--- config.mk ---
export PLATFORM = sky130hd
export DESIGN_NAME = pulse_width_one_wire_sender_flat
export DESIGN_NICKNAME = d
export VERILOG_FILES = /design/src/pwows_pkg.sv /design/src/pwows_if.sv /design/src/pulse_width_one_wire_sender.sv /design/src/pwows_cfg.sv /design/src/pwows_core.sv /design/src/flat_wrapper.sv
export SDC_FILE = /design/constraint.sdc
export NUM_CORES = 1
export LEC_CHECK = 0
export BUFFER_PORTS_ARGS = -buffer_cell sky130_fd_sc_hd__buf_2
export CORE_UTILIZATION = 64
export DETAILED_ROUTE_END_ITERATION = 10
export PLACE_DENSITY = 0.87
export SLEW_MARGIN = 10
export SYNTH_ARGS = -nofsm -noshare
export SYNTH_HDL_FRONTEND = slang
export SYNTH_SLANG_ARGS = --single-unit
--- constraint.sdc ---
create_clock -name clk -period 9.2 [get_ports clk]
set_clock_uncertainty 0.1 [all_clocks]
set_input_delay 0.46 -clock clk [delete_from_list [all_inputs] [get_ports clk]]
set_output_delay 0.46 -clock clk [all_outputs]
set_load 0.03 [all_outputs]
--- src/pwows_pkg.sv ---
// ----------------------------------------------------------------------------
// pwows_pkg
// Shared types and constants for the pulse-width one-wire sender.
// ----------------------------------------------------------------------------
`default_nettype none

package pwows_pkg;

  // configuration port geometry
  localparam int CFG_DATA_W = 32;
  localparam int CFG_ADDR_W = 4;
  localparam int TICK_W     = 16;

  // register indexes (byte address = 4 * index)
  localparam logic [1:0] REG_START_LOW = 2'd0;
  localparam logic [1:0] REG_LONG      = 2'd1;
  localparam logic [1:0] REG_SHORT     = 2'd2;

  // register reset values
  localparam logic [TICK_W-1:0] START_LOW_RST = 16'd2500;
  localparam logic [TICK_W-1:0] LONG_RST      = 16'd600;
  localparam logic [TICK_W-1:0] SHORT_RST     = 16'd200;

  // timing configuration seen by the sequencer
  typedef struct packed {
    logic [TICK_W-1:0] start_low_ticks;
    logic [TICK_W-1:0] long_ticks;
    logic [TICK_W-1:0] short_ticks;
  } cfg_t;

  // one result beat
  typedef struct packed {
    logic line_level;
    logic amp_enable;
    logic done_res;
    logic active;
  } result_t;

endpackage

`default_nettype wire

--- src/pwows_if.sv ---
// ----------------------------------------------------------------------------
// pwows_in_if / pwows_out_if
// Valid/ready channels for tick beats and result beats.
// ----------------------------------------------------------------------------
`default_nettype none

interface pwows_in_if;
  logic       valid;
  logic       ready;
  logic       start_request;
  logic [7:0] sound_address;
  logic       busy_level;

  modport source (output valid, output start_request, output sound_address,
                  output busy_level, input ready);
  modport sink   (input valid, input start_request, input sound_address,
                  input busy_level, output ready);
endinterface

interface pwows_out_if;
  logic valid;
  logic ready;
  logic line_level;
  logic amp_enable;
  logic done_res;
  logic active;

  modport source (output valid, output line_level, output amp_enable,
                  output done_res, output active, input ready);
  modport sink   (input valid, input line_level, input amp_enable,
                  input done_res, input active, output ready);
endinterface

`default_nettype wire

--- src/pulse_width_one_wire_sender.sv ---
// A result beat is registered and valid the cycle after its tick is taken.
// Throughput: one tick beat per cycle while results drain; the sequencer
// state advances in a single pass; the result register frees when taken.
// Reset: synchronous active-low rst_n puts the sequencer in idle with the
// line high, clears the amplifier enable and restores default tick lengths.
// ----------------------------------------------------------------------------
// pulse_width_one_wire_sender
// Top level: register file, frame sequencer and the result register.
// ----------------------------------------------------------------------------
`default_nettype none

module pulse_width_one_wire_sender #(
  parameter int COUNT_WIDTH = 16
) (
  input  wire logic                             clk,
  input  wire logic                             rst_n,
  pwows_in_if.sink                              in_ch,
  pwows_out_if.source                           out_ch,
  input  wire logic                             psel,
  input  wire logic                             penable,
  input  wire logic                             pwrite,
  input  wire logic [pwows_pkg::CFG_ADDR_W-1:0] paddr,
  input  wire logic [pwows_pkg::CFG_DATA_W-1:0] pwdata,
  output logic      [pwows_pkg::CFG_DATA_W-1:0] prdata,
  output logic                                  pready
);
  import pwows_pkg::*;

  cfg_t    cfg;
  result_t res;
  result_t out_data_r;
  logic    out_valid_r;
  logic    in_fire;

  pwows_cfg u_cfg (
    .clk     (clk),
    .rst_n   (rst_n),
    .psel    (psel),
    .penable (penable),
    .pwrite  (pwrite),
    .paddr   (paddr),
    .pwdata  (pwdata),
    .prdata  (prdata),
    .pready  (pready),
    .cfg     (cfg)
  );

  // accept while the result register is empty or being drained
  assign in_ch.ready = !out_valid_r || out_ch.ready;
  assign in_fire     = in_ch.valid && in_ch.ready;

  pwows_core #(
    .COUNT_WIDTH (COUNT_WIDTH)
  ) u_core (
    .clk           (clk),
    .rst_n         (rst_n),
    .tick          (in_fire),
    .start_request (in_ch.start_request),
    .sound_address (in_ch.sound_address),
    .busy_level    (in_ch.busy_level),
    .cfg           (cfg),
    .res           (res)
  );

  // result valid
  always_ff @(posedge clk) begin
    if (!rst_n) begin
      out_valid_r <= 1'b0;
    end else if (in_fire) begin
      out_valid_r <= 1'b1;
    end else if (out_ch.ready) begin
      out_valid_r <= 1'b0;
    end
  end

  // result payload
  always_ff @(posedge clk) begin
    if (in_fire) begin
      out_data_r <= res;
    end
  end

  assign out_ch.valid      = out_valid_r;
  assign out_ch.line_level = out_data_r.line_level;
  assign out_ch.amp_enable = out_data_r.amp_enable;
  assign out_ch.done_res   = out_data_r.done_res;
  assign out_ch.active     = out_data_r.active;

endmodule

`default_nettype wire

--- src/pwows_cfg.sv ---
// ----------------------------------------------------------------------------
// pwows_cfg
// APB-style register file holding the three tick lengths.
// ----------------------------------------------------------------------------
`default_nettype none

module pwows_cfg (
  input  wire logic                            clk,
  input  wire logic                            rst_n,
  input  wire logic                            psel,
  input  wire logic                            penable,
  input  wire logic                            pwrite,
  input  wire logic [pwows_pkg::CFG_ADDR_W-1:0] paddr,
  input  wire logic [pwows_pkg::CFG_DATA_W-1:0] pwdata,
  output logic      [pwows_pkg::CFG_DATA_W-1:0] prdata,
  output logic                                 pready,
  output pwows_pkg::cfg_t                      cfg
);
  import pwows_pkg::*;

  logic [TICK_W-1:0] start_low_r;
  logic [TICK_W-1:0] long_r;
  logic [TICK_W-1:0] short_r;
  logic              wr_en;
  logic [1:0]        reg_idx;

  assign pready  = 1'b1;
  assign wr_en   = psel & penable & pwrite;
  assign reg_idx = paddr[3:2];

  // register writes
  always_ff @(posedge clk) begin
    if (!rst_n) begin
      start_low_r <= START_LOW_RST;
      long_r      <= LONG_RST;
      short_r     <= SHORT_RST;
    end else if (wr_en) begin
      unique case (reg_idx)
        REG_START_LOW: start_low_r <= pwdata[TICK_W-1:0];
        REG_LONG:      long_r      <= pwdata[TICK_W-1:0];
        REG_SHORT:     short_r     <= pwdata[TICK_W-1:0];
        default: ;
      endcase
    end
  end

  // read mux
  always_comb begin
    unique case (reg_idx)
      REG_START_LOW: prdata = CFG_DATA_W'(start_low_r);
      REG_LONG:      prdata = CFG_DATA_W'(long_r);
      REG_SHORT:     prdata = CFG_DATA_W'(short_r);
      default:       prdata = '0;
    endcase
  end

  assign cfg.start_low_ticks = start_low_r;
  assign cfg.long_ticks      = long_r;
  assign cfg.short_ticks     = short_r;

endmodule

`default_nettype wire

--- src/pwows_core.sv ---
// ----------------------------------------------------------------------------
// pwows_core
// Frame sequencer: advances one tick per accepted beat and forms the result.
// ----------------------------------------------------------------------------
`default_nettype none

module pwows_core #(
  parameter int COUNT_WIDTH = 16
) (
  input  wire logic             clk,
  input  wire logic             rst_n,
  input  wire logic             tick,
  input  wire logic             start_request,
  input  wire logic [7:0]       sound_address,
  input  wire logic             busy_level,
  input  wire pwows_pkg::cfg_t  cfg,
  output pwows_pkg::result_t    res
);
  import pwows_pkg::*;

  localparam int WIDE = (COUNT_WIDTH > TICK_W) ? COUNT_WIDTH : TICK_W;
  localparam logic [WIDE-1:0] CNT_MAX = WIDE'({COUNT_WIDTH{1'b1}});

  typedef enum logic [5:0] {
    PH_IDLE      = 6'b000001,
    PH_START_LOW = 6'b000010,
    PH_BIT_HIGH  = 6'b000100,
    PH_BIT_LOW   = 6'b001000,
    PH_WAIT_LOW  = 6'b010000,
    PH_WAIT_HIGH = 6'b100000
  } phase_t;

  phase_t                 phase_r, phase_nxt;
  logic [2:0]             bit_idx_r, bit_idx_nxt;
  logic [7:0]             shift_r, shift_nxt;
  logic [COUNT_WIDTH-1:0] cnt_r, cnt_nxt;
  logic                   line_r, line_nxt;
  logic                   en_r, en_nxt;
  logic                   done;
  logic                   cnt_zero;

  logic [TICK_W-1:0]      hi_len, lo_len, next_hi_len;
  logic [COUNT_WIDTH-1:0] load_start, load_hi, load_lo, load_next_hi;

  // period length minus one, zero treated as one, saturated to the counter
  function automatic logic [COUNT_WIDTH-1:0] period_load(input logic [TICK_W-1:0] ticks);
    logic [TICK_W-1:0] rest;
    logic [WIDE-1:0]   rest_w;
    rest   = (ticks == '0) ? '0 : ticks - 1'b1;
    rest_w = WIDE'(rest);
    if (rest_w > CNT_MAX) begin
      rest_w = CNT_MAX;
    end
    return rest_w[COUNT_WIDTH-1:0];
  endfunction

  // half-bit lengths from the current and the next lsb
  assign hi_len      = shift_r[0] ? cfg.long_ticks : cfg.short_ticks;
  assign lo_len      = shift_r[0] ? cfg.short_ticks : cfg.long_ticks;
  assign next_hi_len = shift_r[1] ? cfg.long_ticks : cfg.short_ticks;

  assign load_start   = period_load(cfg.start_low_ticks);
  assign load_hi      = period_load(hi_len);
  assign load_lo      = period_load(lo_len);
  assign load_next_hi = period_load(next_hi_len);
  assign cnt_zero     = (cnt_r == '0);

  // next state
  always_comb begin
    phase_nxt   = phase_r;
    bit_idx_nxt = bit_idx_r;
    shift_nxt   = shift_r;
    cnt_nxt     = cnt_r;
    line_nxt    = line_r;
    en_nxt      = en_r;
    done        = 1'b0;
    unique case (phase_r)
      PH_START_LOW: begin
        if (!cnt_zero) begin
          cnt_nxt = cnt_r - 1'b1;
        end else begin
          line_nxt  = 1'b1;
          cnt_nxt   = load_hi;
          phase_nxt = PH_BIT_HIGH;
        end
      end
      PH_BIT_HIGH: begin
        if (!cnt_zero) begin
          cnt_nxt = cnt_r - 1'b1;
        end else begin
          line_nxt  = 1'b0;
          cnt_nxt   = load_lo;
          phase_nxt = PH_BIT_LOW;
        end
      end
      PH_BIT_LOW: begin
        if (!cnt_zero) begin
          cnt_nxt = cnt_r - 1'b1;
        end else begin
          shift_nxt = {1'b0, shift_r[7:1]};
          line_nxt  = 1'b1;
          if (bit_idx_r == 3'd7) begin
            bit_idx_nxt = '0;
            cnt_nxt     = '0;
            phase_nxt   = PH_WAIT_LOW;
          end else begin
            bit_idx_nxt = bit_idx_r + 3'd1;
            cnt_nxt     = load_next_hi;
            phase_nxt   = PH_BIT_HIGH;
          end
        end
      end
      PH_WAIT_LOW: begin
        line_nxt = 1'b1;
        if (!busy_level) begin
          phase_nxt = PH_WAIT_HIGH;
        end
      end
      PH_WAIT_HIGH: begin
        line_nxt = 1'b1;
        if (busy_level) begin
          phase_nxt = PH_IDLE;
          done      = 1'b1;
        end
      end
      default: begin
        phase_nxt = PH_IDLE;
        line_nxt  = 1'b1;
        if (start_request && busy_level) begin
          shift_nxt   = sound_address;
          bit_idx_nxt = '0;
          en_nxt      = 1'b1;
          line_nxt    = 1'b0;
          cnt_nxt     = load_start;
          phase_nxt   = PH_START_LOW;
        end
      end
    endcase
  end

  // state registers, advanced once per beat
  always_ff @(posedge clk) begin
    if (!rst_n) begin
      phase_r   <= PH_IDLE;
      bit_idx_r <= '0;
      shift_r   <= '0;
      cnt_r     <= '0;
      line_r    <= 1'b1;
      en_r      <= 1'b0;
    end else if (tick) begin
      phase_r   <= phase_nxt;
      bit_idx_r <= bit_idx_nxt;
      shift_r   <= shift_nxt;
      cnt_r     <= cnt_nxt;
      line_r    <= line_nxt;
      en_r      <= en_nxt;
    end
  end

  // result reflects the state after this tick
  assign res.line_level = line_nxt;
  assign res.amp_enable = en_nxt;
  assign res.done_res   = done;
  assign res.active     = (phase_nxt != PH_IDLE);

endmodule

`default_nettype wire
--- src/flat_wrapper.sv ---
// flat-port wrapper written by rule: the top's interface ports become plain ports
module pulse_width_one_wire_sender_flat import pwows_pkg::*;
#(
  parameter int COUNT_WIDTH = 16
)
  (clk, rst_n, psel, penable, pwrite, paddr, pwdata, prdata, pready, in_ch_valid, in_ch_start_request, in_ch_sound_address, in_ch_busy_level, in_ch_ready, out_ch_valid, out_ch_line_level, out_ch_amp_enable, out_ch_done_res, out_ch_active, out_ch_ready);
  pwows_in_if in_ch_i ();
  pwows_out_if out_ch_i ();
  input  wire logic clk;
  input  wire logic rst_n;
  input  wire logic psel;
  input  wire logic penable;
  input  wire logic pwrite;
  input  wire logic [pwows_pkg::CFG_ADDR_W-1:0] paddr;
  input  wire logic [pwows_pkg::CFG_DATA_W-1:0] pwdata;
  output logic      [pwows_pkg::CFG_DATA_W-1:0] prdata;
  output logic pready;
  input wire logic [$bits(in_ch_i.valid)-1:0] in_ch_valid;
  input wire logic [$bits(in_ch_i.start_request)-1:0] in_ch_start_request;
  input wire logic [$bits(in_ch_i.sound_address)-1:0] in_ch_sound_address;
  input wire logic [$bits(in_ch_i.busy_level)-1:0] in_ch_busy_level;
  output wire logic [$bits(in_ch_i.ready)-1:0] in_ch_ready;
  output wire logic [$bits(out_ch_i.valid)-1:0] out_ch_valid;
  output wire logic [$bits(out_ch_i.line_level)-1:0] out_ch_line_level;
  output wire logic [$bits(out_ch_i.amp_enable)-1:0] out_ch_amp_enable;
  output wire logic [$bits(out_ch_i.done_res)-1:0] out_ch_done_res;
  output wire logic [$bits(out_ch_i.active)-1:0] out_ch_active;
  input wire logic [$bits(out_ch_i.ready)-1:0] out_ch_ready;
  assign in_ch_i.valid = in_ch_valid;
  assign in_ch_i.start_request = in_ch_start_request;
  assign in_ch_i.sound_address = in_ch_sound_address;
  assign in_ch_i.busy_level = in_ch_busy_level;
  assign in_ch_ready = in_ch_i.ready;
  assign out_ch_valid = out_ch_i.valid;
  assign out_ch_line_level = out_ch_i.line_level;
  assign out_ch_amp_enable = out_ch_i.amp_enable;
  assign out_ch_done_res = out_ch_i.done_res;
  assign out_ch_active = out_ch_i.active;
  assign out_ch_i.ready = out_ch_ready;
  pulse_width_one_wire_sender #(.COUNT_WIDTH(COUNT_WIDTH)) u_core (.clk(clk), .rst_n(rst_n), .in_ch(in_ch_i), .out_ch(out_ch_i), .psel(psel), .penable(penable), .pwrite(pwrite), .paddr(paddr), .pwdata(pwdata), .prdata(prdata), .pready(pready));
endmodule
# == Yosys cells after proc, flatten, opt, wreduce, memory -nomap -nowiden ==
# Index checks and enable logic that the tools add are counted.
# totals
ff_bits,88
input_bits,53
output_inout_bits,39
wordCells,102
# op_classes
add_sub_neg,6
order_cmp,4
eq_ne,10
muxes,42
n_bitwise,4
reduce_logical,22
# op_table
cell,n
2-to-1 mux 16 bit,16
zero test 16 bit,5
subtractor 16 x 1 -> 16 bit (second input constant),5
greater-than comparator 16 bit (second input constant),4
case mux 16 bit (4 select lines),1
case mux 16 bit (3 select lines),1
2-to-1 mux 6 bit,5
case mux 6 bit (5 select lines),1
2-to-1 mux 8 bit,2
case mux 8 bit (2 select lines),1
2-to-1 mux 3 bit,3
2-to-1 mux 1 bit,8
equality test 6 x 2 -> 1 bit (second input constant),1
equality test 6 x 3 -> 1 bit (second input constant),1
equality test 6 x 4 -> 1 bit (second input constant),1
equality test 6 x 5 -> 1 bit (second input constant),1
equality test 6 bit (second input constant),1
!= test 6 x 1 -> 1 bit (second input constant),1
case mux 3 bit (2 select lines),1
AND reduction 2 bit,3
2-to-1 mux 5 bit,1
OR reduction 5 bit,1
AND reduction 4 bit,1
nonzero test 2 bit,2
17 further kinds,21

# == Logic depth before layout (Yosys ltp) ==
# depth
word_depth,8
mapped_depth,13
depth_no_buf,8

# == Cells and area by module ==
# Synthesis repeated with hierarchy kept, for this count alone.
# hier_totals
hier_cells,902
area_unflattened_um2,7031.7
# by_module_without_submodules
mod,n_inst,cells_per_inst,area_each_um2,seq_area_each_um2
pwows_core,1,632,4501.8,700.7
pwows_cfg,1,261,2352.3,960.9
pulse_width_one_wire_sender,1,9,177.7,140.1

# == Worst setup path after synthesis ==
# No wires, ideal clock.
# synth_path
kind,reg-to-reg
from,reg u_core.u_core.shift_r[0]
to,reg u_core.u_core.cnt_r[12]
setup_time_ns,0.133
arrival_ns,3.368
t_required_ns,8.967
slack_ns,5.599
stages_incl_launch_ff,14
path_buffers,5
synth_period_minus_slack_ns,3.601
cell_sequence,dfxtp_1 -> buf_4 -> buf_2 -> buf_2 -> buf_1 -> clkbuf_1 -> mux2i_1 -> ha_1 -> nor4b_2 -> o22a_1 -> nand3_1 -> nor4b_2 -> a2111oi_2 -> o22ai_1
# synth_via
elab_chain_len,7
elab_cells_between_ends,15
classes_between,add/sub (2); order compare (2); mux (9); reduce/logical (2)
# synth_lines
element,line_no,text
from (decl),pwows_core.sv:35,"logic [7:0] shift_r, shift_nxt;"
from (signal assigned),pwows_core.sv:153,shift_r <= shift_nxt;
2-to-1 mux 16 bit (on tied branches),"pwows_core.sv:59, pwows_core.sv:58",
subtractor 16 x 1 -> 16 bit / zero test 16 bit (equally long branches),pwows_core.sv:49,rest = (ticks == '0) ? '0 : ticks - 1'b1;
2-to-1 mux 16 bit,pwows_core.sv:49,
greater-than comparator 16 bit,pwows_core.sv:51,if (rest_w > CNT_MAX) begin
2-to-1 mux 16 bit,pwows_core.sv:51,
2-to-1 mux 16 bit (on tied branches),"pwows_core.sv:88, pwows_core.sv:79",
case mux 16 bit (4 select lines) *,pwows_core.sv:77,unique case (phase_r)
to (signal assigned),pwows_core.sv:154,cnt_r <= cnt_nxt;
to (decl),pwows_core.sv:36,"logic [COUNT_WIDTH-1:0] cnt_r, cnt_nxt;"
# Every way passes the cells marked *; elsewhere a longest branch is shown, timed or not.
# A chain may end at the register's enable or synchronous reset.

# == Final worst setup path ==
# layout_path
from,reg u_core.u_core.shift_r[1]
to,reg u_core.u_core.cnt_r[7]
# layout_via
elab_chain_len,8
elab_cells_between_ends,9
classes_between,add/sub (1); order compare (1); mux (6); reduce/logical (1)
# layout_lines
element,line_no,text
2-to-1 mux 16 bit *,pwows_core.sv:60,assign next_hi_len = shift_r[1] ? cfg.long_ticks : cfg.short_ticks;
subtractor 16 x 1 -> 16 bit / zero test 16 bit (equally long branches),pwows_core.sv:49,
2-to-1 mux 16 bit *,pwows_core.sv:49,
greater-than comparator 16 bit,pwows_core.sv:51,
2-to-1 mux 16 bit *,pwows_core.sv:51,
2-to-1 mux 16 bit *,pwows_core.sv:102,if (bit_idx_r == 3'd7) begin
2-to-1 mux 16 bit *,pwows_core.sv:97,if (!cnt_zero) begin
case mux 16 bit (4 select lines) *,pwows_core.sv:77,
# Marked as above.

==> results_dict.tcl <==
set metrics [dict create \
    outcome "complete, no violations" \
    synth_edf_count 4 \
    fin_ws_ns 5.07 \
    use_met3_pct 6.58 \
    synth_top_family_by_area "simple AND/OR/NAND/NOR gates" \
    drt_iter0_drc 1023 \
    critPathArrivalTime_ns 4.25 \
    cts_hold_buf 0 \
    combPwrFrac_pct 20.3 \
    pre_cts_slack_ns 5.22 \
    grt_use_total_pct 37.1 \
    htreeDepth 3 \
    io_buffer_count 56 \
    vias 7656 \
    dp_hpwl_mm 15.2 \
    seq_power_share_pct 41.8 \
    fin_crit_ns 4.13 \
    power_frac_clock_pct 37.9 \
    ir_worst_vdd_mv 0.103 \
    overflow 0 \
    ant_nets 0 \
    drt_pass1_iterations 7 \
    place_congestion 0.996 \
    p_int_mw 0.660 \
    yosysSeqAreaShare_pct 24.4 \
    synth_compound_area_share_pct 23.5 \
    hold_slack_ns 0.257 \
    syn2layout_area_growth_pct 4.59 \
    io_pins 92 \
    drt-vias-per-instance 6.87 \
    fin_crit_sh_pct 44.9 \
    critPathMaxFanout 31 \
    end_kind "flip-flop" \
    clk_latency_ns 0.35 \
    r2r_cells 9 \
    worstMarginPinSlew_ns 1.27 \
    layout.nets 1033 \
    postCtsSetupBuffers 0 \
    hold_viol 0 \
    ys_warn_count 0 \
    die_w_um 109 \
    cp-start-kind "flip-flop" \
    setup_tns_ns 0 \
    finalSetupViolations 0 \
    antenna_found_initial 0 \
    async_reset_ff_share_pct 0 \
    synth_area_per_cell_um2 7.50 \
    diodes 0 \
    p_leak_nw 2.81 \
    synthMuxAreaShare_pct 7.55 \
    grt_pass1_wl_mm 34.7 \
    p_switching_mw 0.327 \
    grt_max_degree 58 \
    cts.clk_slew.worst_paths_ns 0.07 \
    die_h_um 109 \
    synth_xor_area_share_pct 5.45 \
    cts_resized 0 \
    ys_ff_latch 88 \
    nFillCells 898 \
    clock_tree.root_cell "clkbuf_16" \
    die-area_um2 12000 \
    start_util_pct 67.0 \
    synth-simple-area-share_pct 29.2 \
    synth.distinct_cells 94 \
    power_density_nw_per_um2 128 \
    slew_violations 0 \
    wl_per_cell_um 19.5 \
    holdPathStages 3 \
    postSynthCellCount 986 \
    grt_pass1_vias 6935 \
    drc 0 \
    slew_headroom_pct 14.7 \
    totalPowerFinal_mw 0.987 \
    layout-drive-gt1-share_pct 13.6 \
    cts_sinks 88 \
    crit_type "flip-flop to flip-flop" \
    syn_area_um2 7390 \
    synth_adder_area_share_pct 1.69 \
    required_ns 9.31 \
    fmax_ghz 0.242 \
    busiest_layer "met2" \
    num_rows 38 \
    min_path_type "input port to flip-flop" \
    tritoncts "yes" \
    use_met2_pct 57.7 \
    sw_frac_of_total_pct 33.2 \
    numCtsBuffers 9 \
    clk_path_buf_depth 2 \
    met1_usage_pct 50.6 \
    ys.flop_type "dfxtp_1" \
    rsz0062_at_grt "false" \
    core_um2 11000 \
    routed_wl_mm 21.8 \
    max_cap_viol_count 0 \
]
[power groups by stage]
stage / sequential, mW / combinational [mW] / clock [mW]
2_1_floorplan: 0.414 / 0.159 / 0
3_3_place_gp: 0.419 / 0.192 / 0
3_5_place_dp: 0.420 / 0.194 / 0
4_1_cts: 0.411 / 0.196 / 0.373
5_1_grt: 0.413 / 0.216 / 0.389
6_report: 0.412 / 0.200 / 0.374
[final cells by class]
type                            instances  area (um2)  share of cell area, %
Inverter                               18        67.6                  0.874
Sequential cell                        88        1800                   23.3
Tap cell                              140         175                   2.27
Clock inverter                          6        56.3                  0.728
Timing Repair Buffer                   64         340                   4.40
Clock buffer                           10         239                   3.09
Multi-Input combinational cell        789        5050                   65.3
[state kept, by name, summed over array words and instances, names as in the netlist]
signal                    cells
u_core.out_ch.active          1
u_core.u_cfg.start_low_r     16
u_core.u_core.shift_r         8
u_core.out_ch.line_level      1
u_core.u_core.en_r            1
u_core.u_cfg.short_r         16
u_core.out_ch.amp_enable      1
u_core.u_core.cnt_r          16
u_core.out_ch.done_res        1
u_core.u_core.phase_r         6
u_core.u_cfg.long_r          16
u_core.out_ch.valid           1
u_core.u_core.line_r          1
u_core.u_core.bit_idx_r       3
[worst paths after layout]
kind / slack, ns / from / to
max: 5.07 / u_core.u_core.shift_r[1]$_SDFFE_PN0P_ / u_core.u_core.cnt_r[7]$_SDFFE_PN0P_
min: 0.26 / pwdata[9] / u_core.u_cfg.long_r[9]$_SDFFE_PN1P_
max reg2reg: 5.07 / u_core.u_core.shift_r[1]$_SDFFE_PN0P_ / u_core.u_core.cnt_r[7]$_SDFFE_PN0P_
min reg2reg: 0.36 / u_core.u_core.bit_idx_r[2]$_SDFFE_PN0P_ / u_core.u_core.bit_idx_r[2]$_SDFFE_PN0P_
[kinds of logic after synthesis]
kind of cell | after synthesis
AO/OA/AOI/OAI | 257
XOR/XNOR | 46
adder cells (fa/ha/maj) | 10
buffers and inverters | 124
AND/OR/NAND/NOR | 404
other | 2
flip-flops | 88
multiplexers | 55
[worst max-delay path: stages, from the launching register on]
cell,delay (ns)
dfxtp_1,0.31
buf_4,0.36
mux2i_1,0.31
ha_1,0.25
nor4bb_1,0.45
o22ai_1,0.26
o41ai_2,1.17
o31ai_1,0.27
a211oi_1,0.37
o32ai_1,0.14
[cells in the final DEF, fill, tap and decap left out, types with 7 or more instances in the layout]
cell type	netlist	layout
or3_1	15	15
buf_4	23	8
conb_1	2	17
a22oi_1	7	7
o221ai_1	9	9
nor4_1	15	15
buf_2	17	56
o22ai_1	8	8
inv_1	14	14
o211ai_1	15	15
a31oi_1	17	17
a21oi_1	65	65
mux2i_1	49	49
o21ai_0	49	49
nor2_1	58	58
nand4_1	8	8
nor4_2	8	8
dfxtp_1	84	83
a211oi_1	8	8
or4_1	14	14
xor2_1	26	26
o31ai_1	17	17
nor3_1	33	33
nand3_1	35	35
or2_2	7	7
nand2_1	157	157
nor3b_1	8	7
xnor2_1	20	20
clkbuf_16	0	9
ha_1	10	10
[synth_stat cells (4+ instances only)]
cell	n	area [um2]
or4_1	14	105
nand3_1	35	175
xnor2_1	20	175
o31a_1	4	35.0
inv_1	14	52.6
xor2_1	26	228
o21ai_1	5	25.0
ha_1	10	125
nand2_1	157	589
o21a_1	4	30.0
a22oi_1	7	52.6
mux2_2	6	67.6
o221ai_1	9	78.8
o32ai_1	4	35.0
nor2_1	58	218
o31ai_1	17	128
o22ai_1	8	50.1
clkbuf_1	57	214
nor4_1	15	93.8
nor4_2	8	100
nand4_1	8	50.1
buf_4	23	173
nor4b_2	6	90.1
nand2b_1	6	37.5
a21oi_1	65	325
edfxtp_1	4	120
or2_2	7	43.8
and4_1	4	35.0
dfxtp_1	84	1680
o211ai_1	15	113
nor4b_1	5	43.8
mux2i_1	49	490
o21ai_0	49	245
or3_1	15	93.8
nor3_1	33	165
nor3b_1	8	60.1
a31oi_1	17	106
a211oi_1	8	60.1
buf_2	17	85.1
[stage by stage]
| step | cells | util (%) | cell area [um2] |
|---|---|---|---|
| 6_report | 1115 | 70.1 | 7730 |
| 5_1_grt | 1115 | 70.1 | 7730 |
| 4_1_cts | 1115 | 70.1 | 7730 |
| 3_5_place_dp | 1099 | 67.4 | 7430 |
| 3_3_place_gp | 1099 | 67.4 | 7430 |
| 2_1_floorplan | 1001 | - | 7450 |
[routing by layer]
layer,share of wire (%),vias to the layer above
li1,-,3567
met1,40,3508
met2,45,507
met3,13,74
met4,2.9,0
met5,0,-
Power figures use the tool's default switching activity.
